==> src/rtl/core/pcci_pkg.sv <==
package pcci_pkg;

  localparam int DATA_W  = 32;
  localparam int UDATA_W = 31;
  localparam int PROD_W  = 64;
  localparam int ACC_W   = 65;
  localparam int IDX_W   = 3;
  localparam int STEP_W  = 5;

  localparam logic [IDX_W-1:0] REG_SETPOINT   = 3'd0;
  localparam logic [IDX_W-1:0] REG_GAIN_PROP  = 3'd1;
  localparam logic [IDX_W-1:0] REG_GAIN_INTEG = 3'd2;
  localparam logic [IDX_W-1:0] REG_GAIN_DERIV = 3'd3;
  localparam logic [IDX_W-1:0] REG_GAIN_DIV   = 3'd4;
  localparam logic [IDX_W-1:0] REG_INTEG_MAX  = 3'd5;
  localparam logic [IDX_W-1:0] REG_OUTPUT_MAX = 3'd6;

  typedef logic [STEP_W-1:0] step_t;

  typedef enum logic [3:0] {
    OP_NOP,
    OP_ACCEPT,
    OP_ERR,
    OP_INTEG,
    OP_MUL_P,
    OP_MUL_I,
    OP_MUL_D,
    OP_DIV_START,
    OP_ACC_LOAD,
    OP_ACC_ADD,
    OP_CLAMP,
    OP_EMIT
  } op_t;

  typedef enum logic [1:0] {
    HOLD_NONE,
    HOLD_INPUT,
    HOLD_DIV,
    HOLD_OUT
  } hold_t;

  typedef struct packed {
    op_t   op;
    hold_t hold;
    logic  jump;
    step_t target;
  } uword_t;

  typedef struct packed {
    op_t  op;
    logic go;
  } ctrl_t;

  typedef struct packed {
    logic in_valid;
    logic div_busy;
    logic out_full;
  } stat_t;

  function automatic uword_t prog_rom(input step_t step);
    uword_t w;
    w = '{op: OP_NOP, hold: HOLD_NONE, jump: 1'b1, target: step_t'(0)};
    case (step)
      5'd0:  w = '{op: OP_ACCEPT,    hold: HOLD_INPUT, jump: 1'b0, target: step_t'(0)};
      5'd1:  w = '{op: OP_ERR,       hold: HOLD_NONE,  jump: 1'b0, target: step_t'(0)};
      5'd2:  w = '{op: OP_INTEG,     hold: HOLD_NONE,  jump: 1'b0, target: step_t'(0)};
      5'd3:  w = '{op: OP_MUL_P,     hold: HOLD_NONE,  jump: 1'b0, target: step_t'(0)};
      5'd4:  w = '{op: OP_DIV_START, hold: HOLD_NONE,  jump: 1'b0, target: step_t'(0)};
      5'd5:  w = '{op: OP_NOP,       hold: HOLD_DIV,   jump: 1'b0, target: step_t'(0)};
      5'd6:  w = '{op: OP_ACC_LOAD,  hold: HOLD_NONE,  jump: 1'b0, target: step_t'(0)};
      5'd7:  w = '{op: OP_MUL_I,     hold: HOLD_NONE,  jump: 1'b0, target: step_t'(0)};
      5'd8:  w = '{op: OP_DIV_START, hold: HOLD_NONE,  jump: 1'b0, target: step_t'(0)};
      5'd9:  w = '{op: OP_NOP,       hold: HOLD_DIV,   jump: 1'b0, target: step_t'(0)};
      5'd10: w = '{op: OP_ACC_ADD,   hold: HOLD_NONE,  jump: 1'b0, target: step_t'(0)};
      5'd11: w = '{op: OP_MUL_D,     hold: HOLD_NONE,  jump: 1'b0, target: step_t'(0)};
      5'd12: w = '{op: OP_DIV_START, hold: HOLD_NONE,  jump: 1'b0, target: step_t'(0)};
      5'd13: w = '{op: OP_NOP,       hold: HOLD_DIV,   jump: 1'b0, target: step_t'(0)};
      5'd14: w = '{op: OP_ACC_ADD,   hold: HOLD_NONE,  jump: 1'b0, target: step_t'(0)};
      5'd15: w = '{op: OP_CLAMP,     hold: HOLD_NONE,  jump: 1'b0, target: step_t'(0)};
      5'd16: w = '{op: OP_EMIT,      hold: HOLD_OUT,   jump: 1'b1, target: step_t'(0)};
      default: ;
    endcase
    return w;
  endfunction

endpackage

==> src/rtl/core/pcci_dp.sv <==
module pcci_dp import pcci_pkg::*; (
  input  logic                     clk,
  input  logic                     rst,
  input  ctrl_t                    ctrl,
  input  logic                     cfg_wr_en,
  input  logic [IDX_W-1:0]         cfg_index,
  input  logic [DATA_W-1:0]        cfg_wr_data,
  input  logic signed [DATA_W-1:0] measured,
  input  logic [PROD_W-1:0]        q_mag,
  input  logic                     q_neg,
  output logic signed [PROD_W-1:0] prod,
  output logic [UDATA_W-1:0]       divisor,
  output logic [UDATA_W-1:0]       cv
);

  logic signed [DATA_W-1:0] setpoint;
  logic signed [DATA_W-1:0] gain_prop;
  logic signed [DATA_W-1:0] gain_integ;
  logic signed [DATA_W-1:0] gain_deriv;
  logic [UDATA_W-1:0]       integ_max;
  logic [UDATA_W-1:0]       out_max;

  logic signed [DATA_W-1:0] meas;
  logic signed [DATA_W-1:0] err;
  logic [UDATA_W-1:0]       integ;
  logic signed [DATA_W-1:0] deriv;
  logic signed [ACC_W-1:0]  acc;

  logic signed [DATA_W-1:0] prev_error;
  logic [UDATA_W-1:0]       prev_integral;
  logic [UDATA_W-1:0]       prev_output;

  logic signed [DATA_W+1:0] integ_sum;
  logic [UDATA_W-1:0]       integ_next;
  logic signed [DATA_W-1:0] mul_a;
  logic signed [DATA_W-1:0] mul_b;
  logic signed [ACC_W-1:0]  q_ext;
  logic [UDATA_W-1:0]       cv_next;

  always_ff @(posedge clk) begin
    if (rst) begin
      setpoint   <= '0;
      gain_prop  <= '0;
      gain_integ <= '0;
      gain_deriv <= '0;
      divisor    <= UDATA_W'(1);
      integ_max  <= '0;
      out_max    <= '0;
    end else if (cfg_wr_en) begin
      case (cfg_index)
        REG_SETPOINT:   setpoint   <= cfg_wr_data;
        REG_GAIN_PROP:  gain_prop  <= cfg_wr_data;
        REG_GAIN_INTEG: gain_integ <= cfg_wr_data;
        REG_GAIN_DERIV: gain_deriv <= cfg_wr_data;
        REG_GAIN_DIV:   divisor    <= cfg_wr_data[UDATA_W-1:0];
        REG_INTEG_MAX:  integ_max  <= cfg_wr_data[UDATA_W-1:0];
        REG_OUTPUT_MAX: out_max    <= cfg_wr_data[UDATA_W-1:0];
        default: ;
      endcase
    end
  end

  always_comb begin
    integ_sum = $signed({3'b000, prev_integral}) + $signed({{2{err[DATA_W-1]}}, err});
    if (prev_output >= out_max) begin
      integ_next = prev_integral;
    end else if (integ_sum[DATA_W+1]) begin
      integ_next = '0;
    end else if (integ_sum > $signed({3'b000, integ_max})) begin
      integ_next = integ_max;
    end else begin
      integ_next = integ_sum[UDATA_W-1:0];
    end
  end

  always_comb begin
    case (ctrl.op)
      OP_MUL_I: begin
        mul_a = gain_integ;
        mul_b = $signed({1'b0, integ});
      end
      OP_MUL_D: begin
        mul_a = gain_deriv;
        mul_b = deriv;
      end
      default: begin
        mul_a = gain_prop;
        mul_b = err;
      end
    endcase
  end

  assign q_ext = $signed({1'b0, q_mag});

  always_comb begin
    if (acc[ACC_W-1]) begin
      cv_next = '0;
    end else if (acc > $signed({{(ACC_W-UDATA_W){1'b0}}, out_max})) begin
      cv_next = out_max;
    end else begin
      cv_next = acc[UDATA_W-1:0];
    end
  end

  always_ff @(posedge clk) begin
    if (ctrl.go) begin
      case (ctrl.op)
        OP_ACCEPT: meas <= measured;
        OP_ERR:    err  <= setpoint - meas;
        OP_INTEG: begin
          integ <= integ_next;
          deriv <= err - prev_error;
        end
        OP_MUL_P, OP_MUL_I, OP_MUL_D: prod <= PROD_W'(mul_a) * PROD_W'(mul_b);
        OP_ACC_LOAD: acc <= q_neg ? -q_ext : q_ext;
        OP_ACC_ADD:  acc <= q_neg ? acc - q_ext : acc + q_ext;
        default: ;
      endcase
    end
  end

  always_ff @(posedge clk) begin
    if (rst) begin
      prev_error    <= '0;
      prev_integral <= '0;
      prev_output   <= '0;
    end else if (ctrl.go && ctrl.op == OP_CLAMP) begin
      prev_error    <= err;
      prev_integral <= integ;
      prev_output   <= cv_next;
    end
  end

  assign cv = prev_output;

endmodule

==> config.mk <==
export PLATFORM = sky130hd
export DESIGN_NAME = pcci_dp
export DESIGN_NICKNAME = d
export VERILOG_FILES = /design/src/rtl/core/pcci_pkg.sv /design/src/rtl/core/pcci_dp.sv
export SDC_FILE = /design/constraint.sdc
export NUM_CORES = 2
export LEC_CHECK = 0
export CORE_ASPECT_RATIO = 1.5
export CORE_MARGIN = 2
export CORE_UTILIZATION = 50
export CTS_CLUSTER_SIZE = 30
export DETAILED_ROUTE_END_ITERATION = 16
export DONT_BUFFER_PORTS = 1
export SLEW_MARGIN = 20
export SYNTH_ARGS = -nofsm -noshare
export SYNTH_HDL_FRONTEND = slang
export SYNTH_SLANG_ARGS = --single-unit
==> constraint.sdc <==
create_clock -name clk -period 25.5 [get_ports clk]
set_input_delay 1.275 -clock clk [delete_from_list [all_inputs] [get_ports clk]]
set_output_delay 1.275 -clock clk [all_outputs]
set_load 0.02 [all_outputs]
Yosys cells after proc, flatten, opt, wreduce, memory -nomap -nowiden
Cells that the tools add are included.
{ "word_totals": {"register_bits": 571, "word_cells": 67} }
{ "op_classes": {"n_eq_ne": 15, "muxes": 10, "multipliers": 1, "add_sub_neg": 6, "n_lt_le_gt_ge": 3, "reduce_logical": 16} }
{ "ops": {"columns": ["op", "count"], "rows": [
  ["2-to-1 mux 31 bit", 5],
  ["2-to-1 mux 65 bit", 2],
  ["case mux 65 bit (2 select lines)", 1],
  ["case mux 32 bit (2 select lines)", 2],
  ["adder 65 bit", 1],
  ["> comparator 65 x 32 -> 1 bit", 1],
  ["negation 64 -> 65 bit", 1],
  ["subtractor 65 bit", 1],
  ["multiplier 32 x 32 -> 64 bit", 1],
  ["subtractor 32 bit", 2],
  ["adder 32 x 32 -> 33 bit", 1],
  ["> comparator 33 x 32 -> 1 bit", 1],
  [">= comparator 31 bit", 1],
  ["AND reduction 2 bit", 12],
  ["== test 4 x 3 -> 1 bit (second input constant)", 3],
  ["== test 4 bit (second input constant)", 3],
  ["== test 3 bit (second input constant)", 3],
  ["== test 4 x 2 -> 1 bit (second input constant)", 2],
  ["== test 3 x 2 -> 1 bit (second input constant)", 2],
  ["== test 4 x 1 -> 1 bit (second input constant)", 1],
  ["== test 3 x 1 -> 1 bit (second input constant)", 1],
  ["logical NOT 3 bit", 1],
  ["OR reduction 3 bit", 1],
  ["nonzero test 2 bit", 1],
  ["logical AND 1 bit", 1]
]} }

Logic depth before layout (Yosys ltp)
{ "logic_depth": {"depth_word": 5, "mapped_depth": 38, "depth_no_buf": 33} }

Least setup slack after synthesis
OpenSTA, ideal clock, no wires.
{ "synth_path": {"kind": "input-to-reg", "startpoint": "in ctrl[4] (netlist bit)", "endpoint": "reg prod[60] (data pin)", "required_ns": 25.241, "arrival_time_ns": 10.357, "path_stages": 31, "path_slack_ns": 14.884, "cell_sequence": "nand2b_1 > nor2_1 > clkbuf_1 > buf_2 > buf_1 > a22oi_1 > nand2_1 > clkbuf_1 > nand2_1 > inv_1 > fa_1 > fa_1 > fa_1 > fa_1 > inv_1 > fa_1 > inv_1 > fa_1 > fa_1 > fa_1 > ha_1 > a21o_1 > a21o_1 > a31o_1 > a221o_1 > a22o_1 > nor3_1 > a21oi_1 > a21o_1 > a21oi_1 > xnor2_1"} }
{ "synth_between": {"elab_chain_cells": 3, "elab_cells_between_ends": 5} }
{ "synth_rtl": {"columns": ["element", "line_no", "rtl"], "rows": [
  ["from (decl)", "pcci_dp.sv:4", "input ctrl_t ctrl,"],
  ["== test 4 x 3 -> 1 bit", "pcci_dp.sv:77", "case (ctrl.op)"],
  ["case mux 32 bit (2 select lines)", "pcci_dp.sv:77", null],
  ["multiplier 32 x 32 -> 64 bit *", "pcci_dp.sv:114", "OP_MUL_P, OP_MUL_I, OP_MUL_D: prod <= PROD_W'(mul_a) * PROD_W'(mul_b);"],
  ["to (signal assigned)", "pcci_dp.sv:114", null],
  ["to (decl)", "pcci_dp.sv:11", "output logic signed [PROD_W-1:0] prod,"]
]} }
Every way passes the cells marked *; elsewhere a longest branch is shown, timed or not.
A chain may end at the register's enable or synchronous reset.

Final worst setup path
Ends and elaborated chain as after synthesis.

==> flow_summary.json <==
{
  "die_h_um": 460,
  "gr-total-overflow": 0,
  "wl_um": 227000,
  "first_global_vias": 57600,
  "hpwlAfterDp_um": 178000,
  "cpPeakStageDelay_ps": 1010,
  "r2r_cells": 28,
  "cts_hold_buf": 0,
  "yosysTopAreaCell": "fa_1",
  "fin_crit_ps": 11740,
  "hold_violations": 0,
  "crit_slowest_cell": "fa_1",
  "vias": 54200,
  "holdCritStartpoint": "prev_error[26]",
  "pwr-share-seq": 0.330,
  "avgViaCountPerCell": 5.71,
  "post_drt_wl_per_cell_um": 23.9,
  "synthTopCellsByArea": "fa_1, edfxtp_1, dfxtp_1",
  "ys_types": 96,
  "yosysSeqAreaShare": 0.202,
  "htree_levels": 3,
  "maxSlewViolCount": 0,
  "final_common_cell": "nand2_1",
  "power.share.switching": 0.371,
  "crit_fanout": 59,
  "p_switching_w": 0.00117,
  "postRouteAntennaNets": 0,
  "layout_common_cells": "nand2_1, inv_1, fa_1",
  "drc": 0,
  "setup_viol": 0,
  "slew_headroom": 0.232,
  "grt_start_max_net_pins": 287,
  "min_path_type": "register to register",
  "ys.flop_type": "dfxtp_1",
  "setup-tns-final_ps": 0,
  "dieWidth_um": 308,
  "core_sq_mm": 0.138,
  "num_io_pins": 266,
  "synth.avg_cell_area_sq_um": 8.77,
  "cts_tree": "built",
  "ys_seq_elements": 571,
  "rsz0062_at_grt": "false",
  "dp_slack_ps": 13160,
  "first_iter_violations": 3716,
  "synth_edf_count": 256,
  "holdPathStages": 2,
  "min_to": "prev_error[26]",
  "synthCells": 7899,
  "cts_sinks": 571,
  "track_usage": 0.329,
  "antenna_found_initial": 3,
  "rr_startpoint": "integ[5]",
  "gp_congestion": 0.987,
  "cts_resized": 0,
  "fin_hold_ws_ps": 453,
  "die_area_sq_mm": 0.142,
  "area_delta_synth_final_pct": 5.43,
  "synthArstFlopShare": 0,
  "power_w": 0.00315,
  "cpMostUsedCell": "fa_1",
  "post-cts-setup-buffers": 0,
  "port_buffers": 0,
  "initial_core_util": 0.503,
  "reg2reg_to": "prod[60]",
  "power_frac_comb": 0.359,
  "synthesis.area_sq_mm": 0.0692,
  "drive_above_1_share": 0.0365,
  "fin_skew_ps": 67.6,
  "cellLeakagePower_nw": 32.5,
  "cts_root_buffer": "clkbuf_16",
  "clk_latency_ps": 710,
  "peakVddDrop_uv": 56.7,
  "worstSetupPathType": "input pin to register",
  "worst-slew-pin-transition_ps": 1150,
  "numCtsBuffers": 68,
  "required_ps": 25930,
  "rows": 167,
  "synth_nets": 9560,
  "clock_path_buffers": 3,
  "setup.worst_path.end_class": "register",
  "p_per_area_mw_per_mm2": 43.1,
  "fin_crit_sh": 0.460,
  "nets": 9334,
  "maxCapViolCount": 0,
  "pwr-share-clk": 0.310,
  "p_int_w": 0.00198,
  "grt_pass1_wl_um": 346000,
  "dr.pass1.iters": 6,
  "synth_top_cell_area_share": 0.314,
  "ys_warn_count": 0,
  "status": "finished, final reports clean",
  "arrival_ps": 12160,
  "clk_pin_slew_ps": 60,
  "worst_slack_ps": 13760,
  "max_freq_mhz": 85.2,
  "reg2reg_slack_ps": 15440,
  "startpoint_type": "input pin"
}
## per-stage QoR
stage                     instance area, sq um  std cells   util
final                                    73000       9502  0.530
after global routing                     73000       9502  0.530
after CTS                                73000       9501  0.530
after detailed placement                 70800       9377  0.514
after global placement                   70800       9377  0.514
after floorplan                          69200       7899      -
## synth_stat cells, types with 59 or more instances
master	instances
nand2_1	1433
inv_1	1147
fa_1	1086
nor2_1	731
a21oi_1	531
ha_1	435
clkbuf_1	345
dfxtp_1	315
edfxtp_1	256
xnor2_1	251
o21ai_0	196
a21o_1	141
xor2_1	83
and2_1	70
mux2i_1	65
a22oi_1	59
## layer usage
metal / vias up / share of wire / GRT usage
met5: - / 0.000057 / 0
met4: 2 / 0.089 / 0.241
met3: 694 / 0.069 / 0.0646
met2: 2008 / 0.49 / 0.566
met1: 26900 / 0.35 / 0.359
li1: 24600 / - / -
## worst max-delay path by stage
stage                        from  endpoint  slack (ps)  cells past startpoint
after floorplan           ctrl[4]  prod[60]       14880                     31
after global placement    ctrl[4]  prod[60]       13240                     29
after detailed placement  ctrl[4]  prod[62]       13160                     28
after CTS                 ctrl[4]  prod[60]       13890                     29
after global routing      ctrl[4]  prod[57]       13260                     29
final                     ctrl[4]  prod[60]       13760                     30
## power by group through the flow
stage / sequential, W / combinational (W) / clock (W)
floorplan: 0.00105 / 0.000830 / 0
global placement: 0.00106 / 0.00111 / 0
detailed placement: 0.00106 / 0.00113 / 0
CTS: 0.00104 / 0.00114 / 0.00100
global route: 0.00104 / 0.00127 / 0.00103
finish: 0.00104 / 0.00113 / 0.000977
## layout make-up
cell class              instances  area, sq um
fillers                     12800        64700
clock buffers                  91         1880
flip-flops and latches        571        14000
diodes                          1         2.50
clock inverters                33          299
inverters                    1148         4310
well taps                    1774         2220
repair buffers                 95          713
multi-input cells            5789        49600
## cell families after synthesis
family / after synthesis / share of synthesized area
multiplexers: 65 / 0.00940
AO/OA/AOI/OAI: 1258 / 0.111
XOR/XNOR: 334 / 0.0423
adder cells (fa/ha/maj): 1521 / 0.393
flip-flops: 571 / 0.202
AND/OR/NAND/NOR: 2611 / 0.158
buffers and inverters: 1539 / 0.0843
## worst max-delay path, delay by kind of cell
kind	cells	cell delay, ps
adders and majority gates	9	5280
AOI/OAI and AO/OA	7	2340
buffers and inverters	6	1390
xor gates and xnor gates	1	130
and+or+nand+nor	7	1580
## sequential cells by signal, summed over array words and instances (netlist names)
| register | count |
|---|---|
| out_max | 31 |
| gain_deriv | 32 |
| setpoint | 32 |
| err | 32 |
| prod | 64 |
| divisor | 31 |
| deriv | 32 |
| integ | 31 |
| integ_max | 31 |
| acc | 65 |
| meas | 32 |
| cv | 31 |
| gain_integ | 32 |
| prev_error | 32 |
| prev_integral | 31 |
| gain_prop | 32 |
Power figures use the tool's default switching activity.
