<file path="src/rtl/core/pcci_pkg.sv">
package pcci_pkg;

  localparam int DATA_W  = 32;
  localparam int UDATA_W = 31;
  localparam int PROD_W  = 64;
  localparam int ACC_W   = 65;
  localparam int IDX_W   = 3;
  localparam int STEP_W  = 5;

  localparam logic [IDX_W-1:0] REG_SETPOINT   = 3'd0;
  localparam logic [IDX_W-1:0] REG_GAIN_PROP  = 3'd1;
  localparam logic [IDX_W-1:0] REG_GAIN_INTEG = 3'd2;
  localparam logic [IDX_W-1:0] REG_GAIN_DERIV = 3'd3;
  localparam logic [IDX_W-1:0] REG_GAIN_DIV   = 3'd4;
  localparam logic [IDX_W-1:0] REG_INTEG_MAX  = 3'd5;
  localparam logic [IDX_W-1:0] REG_OUTPUT_MAX = 3'd6;

  typedef logic [STEP_W-1:0] step_t;

  typedef enum logic [3:0] {
    OP_NOP,
    OP_ACCEPT,
    OP_ERR,
    OP_INTEG,
    OP_MUL_P,
    OP_MUL_I,
    OP_MUL_D,
    OP_DIV_START,
    OP_ACC_LOAD,
    OP_ACC_ADD,
    OP_CLAMP,
    OP_EMIT
  } op_t;

  typedef enum logic [1:0] {
    HOLD_NONE,
    HOLD_INPUT,
    HOLD_DIV,
    HOLD_OUT
  } hold_t;

  typedef struct packed {
    op_t   op;
    hold_t hold;
    logic  jump;
    step_t target;
  } uword_t;

  typedef struct packed {
    op_t  op;
    logic go;
  } ctrl_t;

  typedef struct packed {
    logic in_valid;
    logic div_busy;
    logic out_full;
  } stat_t;

  function automatic uword_t prog_rom(input step_t step);
    uword_t w;
    w = '{op: OP_NOP, hold: HOLD_NONE, jump: 1'b1, target: step_t'(0)};
    case (step)
      5'd0:  w = '{op: OP_ACCEPT,    hold: HOLD_INPUT, jump: 1'b0, target: step_t'(0)};
      5'd1:  w = '{op: OP_ERR,       hold: HOLD_NONE,  jump: 1'b0, target: step_t'(0)};
      5'd2:  w = '{op: OP_INTEG,     hold: HOLD_NONE,  jump: 1'b0, target: step_t'(0)};
      5'd3:  w = '{op: OP_MUL_P,     hold: HOLD_NONE,  jump: 1'b0, target: step_t'(0)};
      5'd4:  w = '{op: OP_DIV_START, hold: HOLD_NONE,  jump: 1'b0, target: step_t'(0)};
      5'd5:  w = '{op: OP_NOP,       hold: HOLD_DIV,   jump: 1'b0, target: step_t'(0)};
      5'd6:  w = '{op: OP_ACC_LOAD,  hold: HOLD_NONE,  jump: 1'b0, target: step_t'(0)};
      5'd7:  w = '{op: OP_MUL_I,     hold: HOLD_NONE,  jump: 1'b0, target: step_t'(0)};
      5'd8:  w = '{op: OP_DIV_START, hold: HOLD_NONE,  jump: 1'b0, target: step_t'(0)};
      5'd9:  w = '{op: OP_NOP,       hold: HOLD_DIV,   jump: 1'b0, target: step_t'(0)};
      5'd10: w = '{op: OP_ACC_ADD,   hold: HOLD_NONE,  jump: 1'b0, target: step_t'(0)};
      5'd11: w = '{op: OP_MUL_D,     hold: HOLD_NONE,  jump: 1'b0, target: step_t'(0)};
      5'd12: w = '{op: OP_DIV_START, hold: HOLD_NONE,  jump: 1'b0, target: step_t'(0)};
      5'd13: w = '{op: OP_NOP,       hold: HOLD_DIV,   jump: 1'b0, target: step_t'(0)};
      5'd14: w = '{op: OP_ACC_ADD,   hold: HOLD_NONE,  jump: 1'b0, target: step_t'(0)};
      5'd15: w = '{op: OP_CLAMP,     hold: HOLD_NONE,  jump: 1'b0, target: step_t'(0)};
      5'd16: w = '{op: OP_EMIT,      hold: HOLD_OUT,   jump: 1'b1, target: step_t'(0)};
      default: ;
    endcase
    return w;
  endfunction

endpackage

</file>
<file path="src/rtl/core/pcci_div.sv">
module pcci_div import pcci_pkg::*; (
  input  logic                     clk,
  input  logic                     rst,
  input  logic                     start,
  input  logic signed [PROD_W-1:0] dividend,
  input  logic [UDATA_W-1:0]       divisor,
  output logic                     busy,
  output logic [PROD_W-1:0]        q_mag,
  output logic                     q_neg
);

  localparam int CNT_W = $clog2(PROD_W / 2);

  logic [CNT_W-1:0]   cnt;
  logic [PROD_W-1:0]  dvd;
  logic [UDATA_W-1:0] rem;
  logic [UDATA_W-1:0] dsr;
  logic [UDATA_W:0]   sh1;
  logic [UDATA_W:0]   sh2;
  logic               ge1;
  logic               ge2;
  logic [UDATA_W-1:0] r1;
  logic [UDATA_W-1:0] r2;

  // Two restoring steps per cycle.
  always_comb begin
    sh1 = {rem, dvd[PROD_W-1]};
    ge1 = sh1 >= {1'b0, dsr};
    r1  = ge1 ? UDATA_W'(sh1 - {1'b0, dsr}) : sh1[UDATA_W-1:0];
    sh2 = {r1, dvd[PROD_W-2]};
    ge2 = sh2 >= {1'b0, dsr};
    r2  = ge2 ? UDATA_W'(sh2 - {1'b0, dsr}) : sh2[UDATA_W-1:0];
  end

  always_ff @(posedge clk) begin
    if (rst) begin
      busy <= 1'b0;
      cnt  <= '0;
    end else if (start) begin
      busy <= 1'b1;
      cnt  <= CNT_W'(PROD_W / 2 - 1);
    end else if (busy) begin
      cnt <= cnt - CNT_W'(1);
      if (cnt == '0) begin
        busy <= 1'b0;
      end
    end
  end

  always_ff @(posedge clk) begin
    if (start) begin
      dvd   <= dividend[PROD_W-1] ? PROD_W'(-dividend) : dividend;
      rem   <= '0;
      q_neg <= dividend[PROD_W-1];
      dsr   <= (divisor == '0) ? UDATA_W'(1) : divisor;
    end else if (busy) begin
      dvd <= {dvd[PROD_W-3:0], ge1, ge2};
      rem <= r2;
    end
  end

  assign q_mag = dvd;

endmodule

</file>
<file path="config.mk">
export PLATFORM = sky130hd
export DESIGN_NAME = pcci_div
export DESIGN_NICKNAME = d
export VERILOG_FILES = /design/src/rtl/core/pcci_pkg.sv /design/src/rtl/core/pcci_div.sv
export SDC_FILE = /design/constraint.sdc
export NUM_CORES = 1
export LEC_CHECK = 0
export ABC_AREA = 1
export BUFFER_PORTS_ARGS = -buffer_cell sky130_fd_sc_hd__buf_2
export CAP_MARGIN = 20
export CORE_MARGIN = 3
export CORE_UTILIZATION = 40
export DETAILED_ROUTE_END_ITERATION = 8
export SLEW_MARGIN = 20
export SYNTH_ARGS = -nofsm -noshare
export SYNTH_HDL_FRONTEND = slang
export SYNTH_SLANG_ARGS = --single-unit
</file>
<file path="constraint.sdc">
create_clock -name clk -period 4.6 [get_ports clk]
set_input_delay 0.23 -clock clk [delete_from_list [all_inputs] [get_ports clk]]
set_output_delay 0.23 -clock clk [all_outputs]
set_load 0.01 [all_outputs]
</file>
## Word level (Yosys, flattened, before mapping)

Cells that the tools add are included.
W data, S select, Z words.

- Bitwise operators: 0
- Equality and inequality tests: 0
- Reduce and logical (&&, ||, !) cells: 3
- Div/mod/pow operators: 0
- Shift operators: 0
- Mux-type cells: 10
- $add $sub $neg: 4
- Multipliers: 0
- Magnitude comparators: 2

Operators by type and width:

| cell | number |
|---|---|
| $mux W64 | 3 |
| $ge A32 B31 Y1 | 2 |
| $neg A64 Y64 | 1 |
| $mux W31 | 2 |
| $sub A31 B31 Y31 | 2 |
| $logic_not A31 Y1 | 1 |
| $mux W5 | 2 |
| $logic_not A5 Y1 | 1 |
| $sub A5 B1 Y5 const B | 1 |
| $mux W1 | 3 |
| $reduce_bool A2 Y1 | 1 |

- RAM bits: 0
- Output and inout bits: 66
- Memories kept: 0
- Register bits: 133
- Logic and storage cells: 25
- Bits of input ports: 98
- ROM bits: 0
- Latch bits: 0

## Longest topological paths before layout

Gate-level depths: netlist of the first run.

- Depth in word-level cells: 5
- Depth in mapped cells: 33
- Mapped depth without buffers: 31

## Worst setup path before layout of the first run

No wires, ideal clock.

- Path type: reg-to-reg
- Start point: register dvd[63], in the netlist q_mag[63]
- End point: register dvd[0], in the netlist q_mag[0] (data pin)
- Slack: 609 ps
- Stages on the path, launching flop included: 29
- Library setup time: 267 ps
- Path buffers: 1
- Data required time: 4333 ps
- Data arrival time: 3724 ps
- Clock period less this slack: 3991 ps
- Cell sequence: edfxtp_1 inv_1 ha_1 inv_1 fa_1 nand3_1 nand3_1 nand2_1 nand2_1 nand2_2 nand3_2 nand2_4 nand2_4 or2_2 nand2_1 inv_1 ha_1 a21o_1 a21oi_1 nand2_1 a21oi_1 nand3_1 nand2_1 nand2_1 nand2_1 nand3_4 buf_6 nand2_1 o21ai_0

- Cells in the longest elaborated chain, start to end: 5
- Elaborated cells on any way between the ends: 6
- Classes of those cells: add/sub: 1; order compare: 2; mux: 3

Ends and longest elaborated chain:

| item | RTL line | RTL |
|---|---|---|
| start, declared | pcci_div.sv:15 | `logic [PROD_W-1:0] dvd;` |
| start signal, assigned | pcci_div.sv:52 | `dvd <= dividend[PROD_W-1] ? PROD_W'(-dividend) : dividend;` |
| start signal, assigned | pcci_div.sv:57 | `dvd <= {dvd[PROD_W-3:0], ge1, ge2};` |
| $sub A31 B31 Y31 or $ge A32 B31 Y1 (tied branches) | pcci_div.sv:29, pcci_div.sv:28 |  |
| $mux W31 (*) | pcci_div.sv:29 | `r1 = ge1 ? UDATA_W'(sh1 - {1'b0, dsr}) : sh1[UDATA_W-1:0];` |
| $ge A32 B31 Y1 (*) | pcci_div.sv:31 | `ge2 = sh2 >= {1'b0, dsr};` |
| $mux W64 (*) | pcci_div.sv:56 | `end else if (busy) begin` |
| $mux W64 (*) | pcci_div.sv:51 | `if (start) begin` |

Mark *: on every way between the ends. The rest lies on a longest branch, timed or not. The select of a mux whose other input is x is not followed.
A chain may end at the register's enable or synchronous reset.

## Worst setup path after layout of the first run

- Start point: register dvd[63], in the netlist q_mag[63]
- End point: register rem[28]

- Cells in the longest elaborated chain, start to end: 4
- Elaborated cells on any way between the ends: 6
- Classes of those cells: add/sub: 2; order compare: 2; mux: 2

Ends and longest elaborated chain:

| item | RTL line | RTL |
|---|---|---|
| $sub A31 B31 Y31 or $ge A32 B31 Y1 (tied branches) | pcci_div.sv:29, pcci_div.sv:28 |  |
| $mux W31 (*) | pcci_div.sv:29 |  |
| $sub A31 B31 Y31 or $ge A32 B31 Y1 (tied branches) | pcci_div.sv:32, pcci_div.sv:31 |  |
| $mux W31 (*) | pcci_div.sv:32 | `r2 = ge2 ? UDATA_W'(sh2 - {1'b0, dsr}) : sh2[UDATA_W-1:0];` |
| end signal, assigned | pcci_div.sv:58 | `rem <= r2;` |
| end, declared | pcci_div.sv:16 | `logic [UDATA_W-1:0] rem;` |

Mark *: on every way between the ends. The rest lies on a longest branch, timed or not.

==> results of run 1 <==
## worst max path at each step
stage                   start       end  slack (ns)  cells after the start
detailed placement    dsr[23]   rem[28]        0.12                     27
finish              q_mag[63]   rem[28]        0.34                     30
global placement      dsr[21]   rem[26]        0.14                     27
floorplan           q_mag[63]  q_mag[0]        0.61                     28
CTS                   dsr[23]   rem[28]        0.09                     27
global route        q_mag[63]  q_mag[0]       -0.04                     31
## cell type report
type	instances	share of cell area (%)
Clock buffer	18	2.91
Sequential cell	133	24.5
Timing Repair Buffer	219	9.12
Multi-Input combinational cell	1453	51.5
Inverter	294	7.49
Tap cell	396	3.36
Clock inverter	14	1.08
## registers in the layout, summed over array words and instances (netlist names)
register,flops
busy,1
cnt,5
q_mag,64
dsr,31
rem,31
q_neg,1
## cells in the final DEF (no fill, tap or decap), types with 37 or more instances in the layout
cell type,n
nand4_1,59
edfxtp_1,96
inv_1,285
nand2_1,627
xor2_1,50
dfxtp_1,37
nor2_1,187
a21oi_1,46
nand3_1,110
ha_1,61
buf_2,162
o21ai_0,73
## stage by stage
stage / area [um2] / std cells / power, uW
floorplan: 12500 / 1955 / 1920
global placement: 13700 / 2458 / 2220
CTS: 14600 / 2520 / 3640
global route: 14800 / 2527 / 3790
finish: 14800 / 2527 / 3620
detailed placement: 13700 / 2458 / 2220
## metal layers
| metal | track usage (%) | routed length (um) | part of all wire [%] | up-vias |
|---|---|---|---|---|
| met3 | 4.86 | 2600 | 6.1 | 71 |
| met5 | 0 | 23 | 0.054 | - |
| met4 | 8.59 | 1220 | 2.9 | 4 |
| met2 | 43.4 | 20200 | 47 | 448 |
| li1 | - | - | - | 6627 |
| met1 | 32.2 | 18700 | 44 | 5971 |
## cell usage after synthesis (all sizes together) (31+ instances only)
library cell | instances | area (um2)
clkbuf | 58 | 218
xor2 | 50 | 438
nand3 | 115 | 611
dfxtp | 37 | 741
edfxtp | 96 | 2880
inv | 291 | 1090
o21ai | 79 | 399
nor3 | 32 | 165
a21oi | 55 | 283
ha | 65 | 813
nor2 | 198 | 761
xnor2 | 31 | 272
nand2 | 636 | 2410
nand3b | 36 | 270
nand4 | 60 | 382
## what timing repair did
action	in CTS	in global routing
setup buffers	0	6
endpoints found under the setup margin	0	32
gates resized for setup	0	33
hold buffers	30	0
endpoints found under the hold margin	31	0
## power by group through the flow
stage | combinational [uW] | clock (uW) | sequential [uW]
2_1_floorplan | 417 | 0 | 1510
6_report | 773 | 1390 | 1460
5_1_grt | 861 | 1460 | 1470
3_3_place_gp | 735 | 0 | 1480
3_5_place_dp | 735 | 0 | 1480
4_1_cts | 759 | 1420 | 1460
## cells by family after synthesis
family	Yosys count
simple gates	1104
flops	133
fa+ha+maj	67
xor+xnor	81
buf+inv	370
compound gates	200
==> metrics.txt, run 1 <==
wire per inst=about 17 um; Hold/Removal Path Class=in2reg; vias in the first global route=between 10000 and 15000; root buf cell=clkbuf_16; GRT overflow=0; Tmin final=approximately 4.3 ns; combinational share of power=21.3%; status=completed; Rows=between 60 and 70; max_cap viols=0; cell depth of the worst hold path=1; Avg Vias per Cell=5.19; footprint of the multi-input gates=around 7600 um2; reg-to-reg startpoint=q_mag[63]; CP most frequent cell=nand2_1; antenna cells=0; Clock Latency Late Sink=0.43 ns; dpl ws=0.118 ns; Post-Synth XOR/XNOR Area=5.66%; worst reg2reg path depth=30; Die Ht=approximately 180 um; worst path arrival time=4.59 ns; Period Utilization, post-route=about 90%; synthesized-area fraction occupied by and/or/nand/nor cells=38.1%; Placer Congestion=around 0.95; Ports=164; Core Util, Final=roughly half; Worst Setup Start Kind=register; switching fraction of total power=around 30%; hpwl dp=34.3 mm; initial antenna violation count=2; Clock Power Share=38.3%; RSZ-0062 raised after global routing=true; layout cells sized above 1=12.9%; Max H-tree Level=4; Crit path largest cell delay=between 0.4 and 0.5 ns; Seq pwr share=40.3%; Most used DFF post-synth=edfxtp_1; die area=33500 um2; Hold Slack=0.0574 ns; worst path bufs/invs=4; post-synthesis sequential area ratio=between 20% and 30%; area delta synth->final=17.8%; Cell Pwr Density=245 nW/um2; Max Freq=about 230 MHz; routed via count=between 10000 and 15000; total CTS buffers=17; final wirelength=42.7 mm; Async SR Flop Fraction=0%; Final Worst Setup Slack=0.335 ns; Initial DRT Pass Iterations=6; crit-path leading delay family=simple AND/OR/NAND/NOR gates; CTS Sinks=about 130; flops & latches, synth=between 100 and 150; Pint=~2500 uW; nets=around 2300; GRT Util Overall=~25%; DRT antenna net count=0; Synth cell types=50; cell area after synthesis=12500 um2; first-pass GRT wire length=~68 mm; Port Buffers=~160; Final Setup Violations=0; headroom to the max-slew limit=around a third; Max Clock Skew=between 0.008 and 0.009 ns; area share of fa/ha/maj cells after synthesis=6.81%; core area=between 30000 and 40000 um2; 1st-iter DRT viols=roughly 810; clock buffer depth=2; Worst-Margin Slew=a little over 1 ns; Post-Syn Nets=between 2000 and 2500; crit path capture type=register; syn avg cell area=6.41 um2; Hold Path Sink=dsr[16]; largest family of logic cells by synthesized area=simple AND/OR/NAND/NOR gates; Synth warnings=0; fill count=3290; setup_tns=0 ns; Post-Syn Instances=approximately 2000; worst hold path startpoint=divisor[16]; RR Endpoint=rem[28]; complex-gate fraction of the synthesized area=under 10%; DRC errors left=0; Die X-Extent=between 150 and 200 um; VDD IR-drop max=roughly 0.25 mV; largest net degree at the start of global routing=76; mux cell area share after synthesis=0%; initial core utilization=between 40% and 50%; crit path kind=reg2reg; P_leak=0.00750 uW; reg2reg setup slack=about 0.34 ns; CP max FO=19; final hold vios=0; slowest CP cell=fa_1; CTS tree=yes; switching power of the nets=around 1100 uW; clk slew on worst S/H paths=~0.060 ns; Critical Path RT=about 4.9 ns; Max Transition Viols Final=0; Post-synth EDFFs=96; register area=between 3000 and 4000 um2
Note: power is estimated with default switching activity, not from simulation.
==> inputs of run 2 (changes only) <==
--- a/config.mk
+++ b/config.mk
@@ -10,6 +10,7 @@
 export CAP_MARGIN = 20
 export CORE_MARGIN = 3
 export CORE_UTILIZATION = 40
+export CTS_BUF_LIST = sky130_fd_sc_hd__clkbuf_4
 export DETAILED_ROUTE_END_ITERATION = 8
 export SLEW_MARGIN = 20
 export SYNTH_ARGS = -nofsm -noshare
==> metrics.txt, run 2 (synthesis results as in run 1) <==
status=completed; fill count=around 3300; worst hold path startpoint=dividend[32]; RSZ-0062 raised after global routing=false; CP max FO=19; slowest CP cell=edfxtp_1; Initial DRT Pass Iterations=5; crit path capture type=register; headroom to the max-slew limit=between 30% and 40%; CP Launch Point=q_mag[63]; Max H-tree Level=4; CTS tree=yes; most common cell after layout, fill and taps aside=nand2_1; Period Utilization, post-route=92.4%; layout cells sized above 1=between 10% and 20%; reg-to-reg startpoint=q_mag[63]; largest net degree at the start of global routing=76; initial core utilization=between 40% and 50%; GRT Util Overall=about 25%; max_cap viols=0; Port Buffers=~160; crit path kind=reg2reg; Max Transition Viols Final=0; Core Util, Final=a little under half; final hold vios=0; setup_tns=0 ns; Die Ht=~180 um; first-pass GRT wire length=between 60 and 70 mm; initial antenna violation count=2; max FFs per register=64; Max Clock Skew=0.0210 ns; Clock Latency Late Sink=0.58 ns; CP most frequent cell=nand2_1; post-route insts no fill=approximately 2500; core area=approximately 30000 um2; routed via count=about 13000; nets=about 2300; Placer Congestion=~0.95; Avg Vias per Cell=a little over 5; vias in the first global route=approximately 13000; Cell Pwr Density=~210 nW/um2; Worst Setup Start Kind=register; footprint of the multi-input gates=7610 um2; Critical Path RT=5.07 ns; worst path arrival time=roughly 4.7 ns; Crit path largest cell delay=just over 0.4 ns; Ports=roughly 160; Die X-Extent=between 150 and 200 um; Hold/Removal Path Class=in2reg; P_leak=roughly 0.0074 uW; DRT antenna net count=0; root buf cell=clkbuf_4; CTS Sinks=between 100 and 150; area delta synth->final=16.1%; Worst-Margin Slew=roughly 1 ns; Tmin final=4.25 ns; Max Freq=235 MHz; placed insts=around 2500; commonest non-fill, non-tap cells in the layout=nand2_1, inv_1, nor2_1, buf_2, nand3_1; wire per inst=around 17 um; clock buffer depth=2; final wirelength=approximately 43 mm; 1st-iter DRT viols=approximately 930; Final Setup Violations=0; GRT overflow=0; Rows=64; total CTS buffers=17; register area=around 3600 um2; hpwl dp=roughly 34 mm; VDD IR-drop max=roughly 0.16 mV; clk slew on worst S/H paths=around 0.13 ns; die area=33500 um2; DRC errors left=0
-- run 2: through the flow --
step                instance area [um2]  setup slack, ns  power (uW)  hold slack, ns
global route                      14600           0.0151        3260          0.0151
floorplan                         12500            0.609        1920           0.299
global placement                  13700            0.141        2220           0.424
detailed placement                13700            0.118        2220           0.424
CTS                               14400           0.0783        3100        0.000906
finish                            14600            0.350        3090          0.0482
-- run 2: power by group --
group / switching, uW / internal [uW] / leakage [uW]
Combinational: 499 / 278 / 0.00599
Sequential: 53.7 / 1400 / 0.00126
Clock: 481 / 377 / 0.000147
Total: 1030 / 2060 / 0.00740
-- run 2: layout make-up --
class	count	share of cell area, %
Antenna cell	1	0.0172
Clock buffer	18	0.928
Clock inverter	14	1.09
Inverter	294	7.60
Multi-Input combinational cell	1453	52.3
Sequential cell	133	24.9
Tap cell	396	3.40
Timing Repair Buffer	226	9.76
-- run 2: layer usage --
layer | wire [um] | vias up | GRT usage, %
met3 | 2510 | 66 | 4.56
met1 | 18700 | 5971 | 32.3
met5 | 13 | - | 0
met4 | 1100 | 2 | 7.65
li1 | - | 6638 | -
met2 | 20300 | 405 | 43.9
-- run 2: worst paths after layout --
kind                             endpoint  slack, ns  depth (start not counted)
worst max-delay path              rem[28]       0.35                         30
worst min-delay path            q_mag[32]       0.05                          3
worst max register to register    rem[28]       0.35                         30
worst min register to register    rem[22]       0.48                          2
-- run 2: timing repair --
item / CTS / global route
buffers inserted: 0 / 6
hold endpoints to repair: 42 / 0
endpoints found under the setup margin: 0 / 32
resized for setup: 0 / 35
hold buffers: 37 / 0
-- run 2: critical path: cells and delay by family (launching register included) --
kind | cells | cell delay, ns
buffers and inverters | 5 | 0.50
DFF | 1 | 0.41
and+or+nand+nor | 22 | 2.42
adders and majority gates | 3 | 0.79
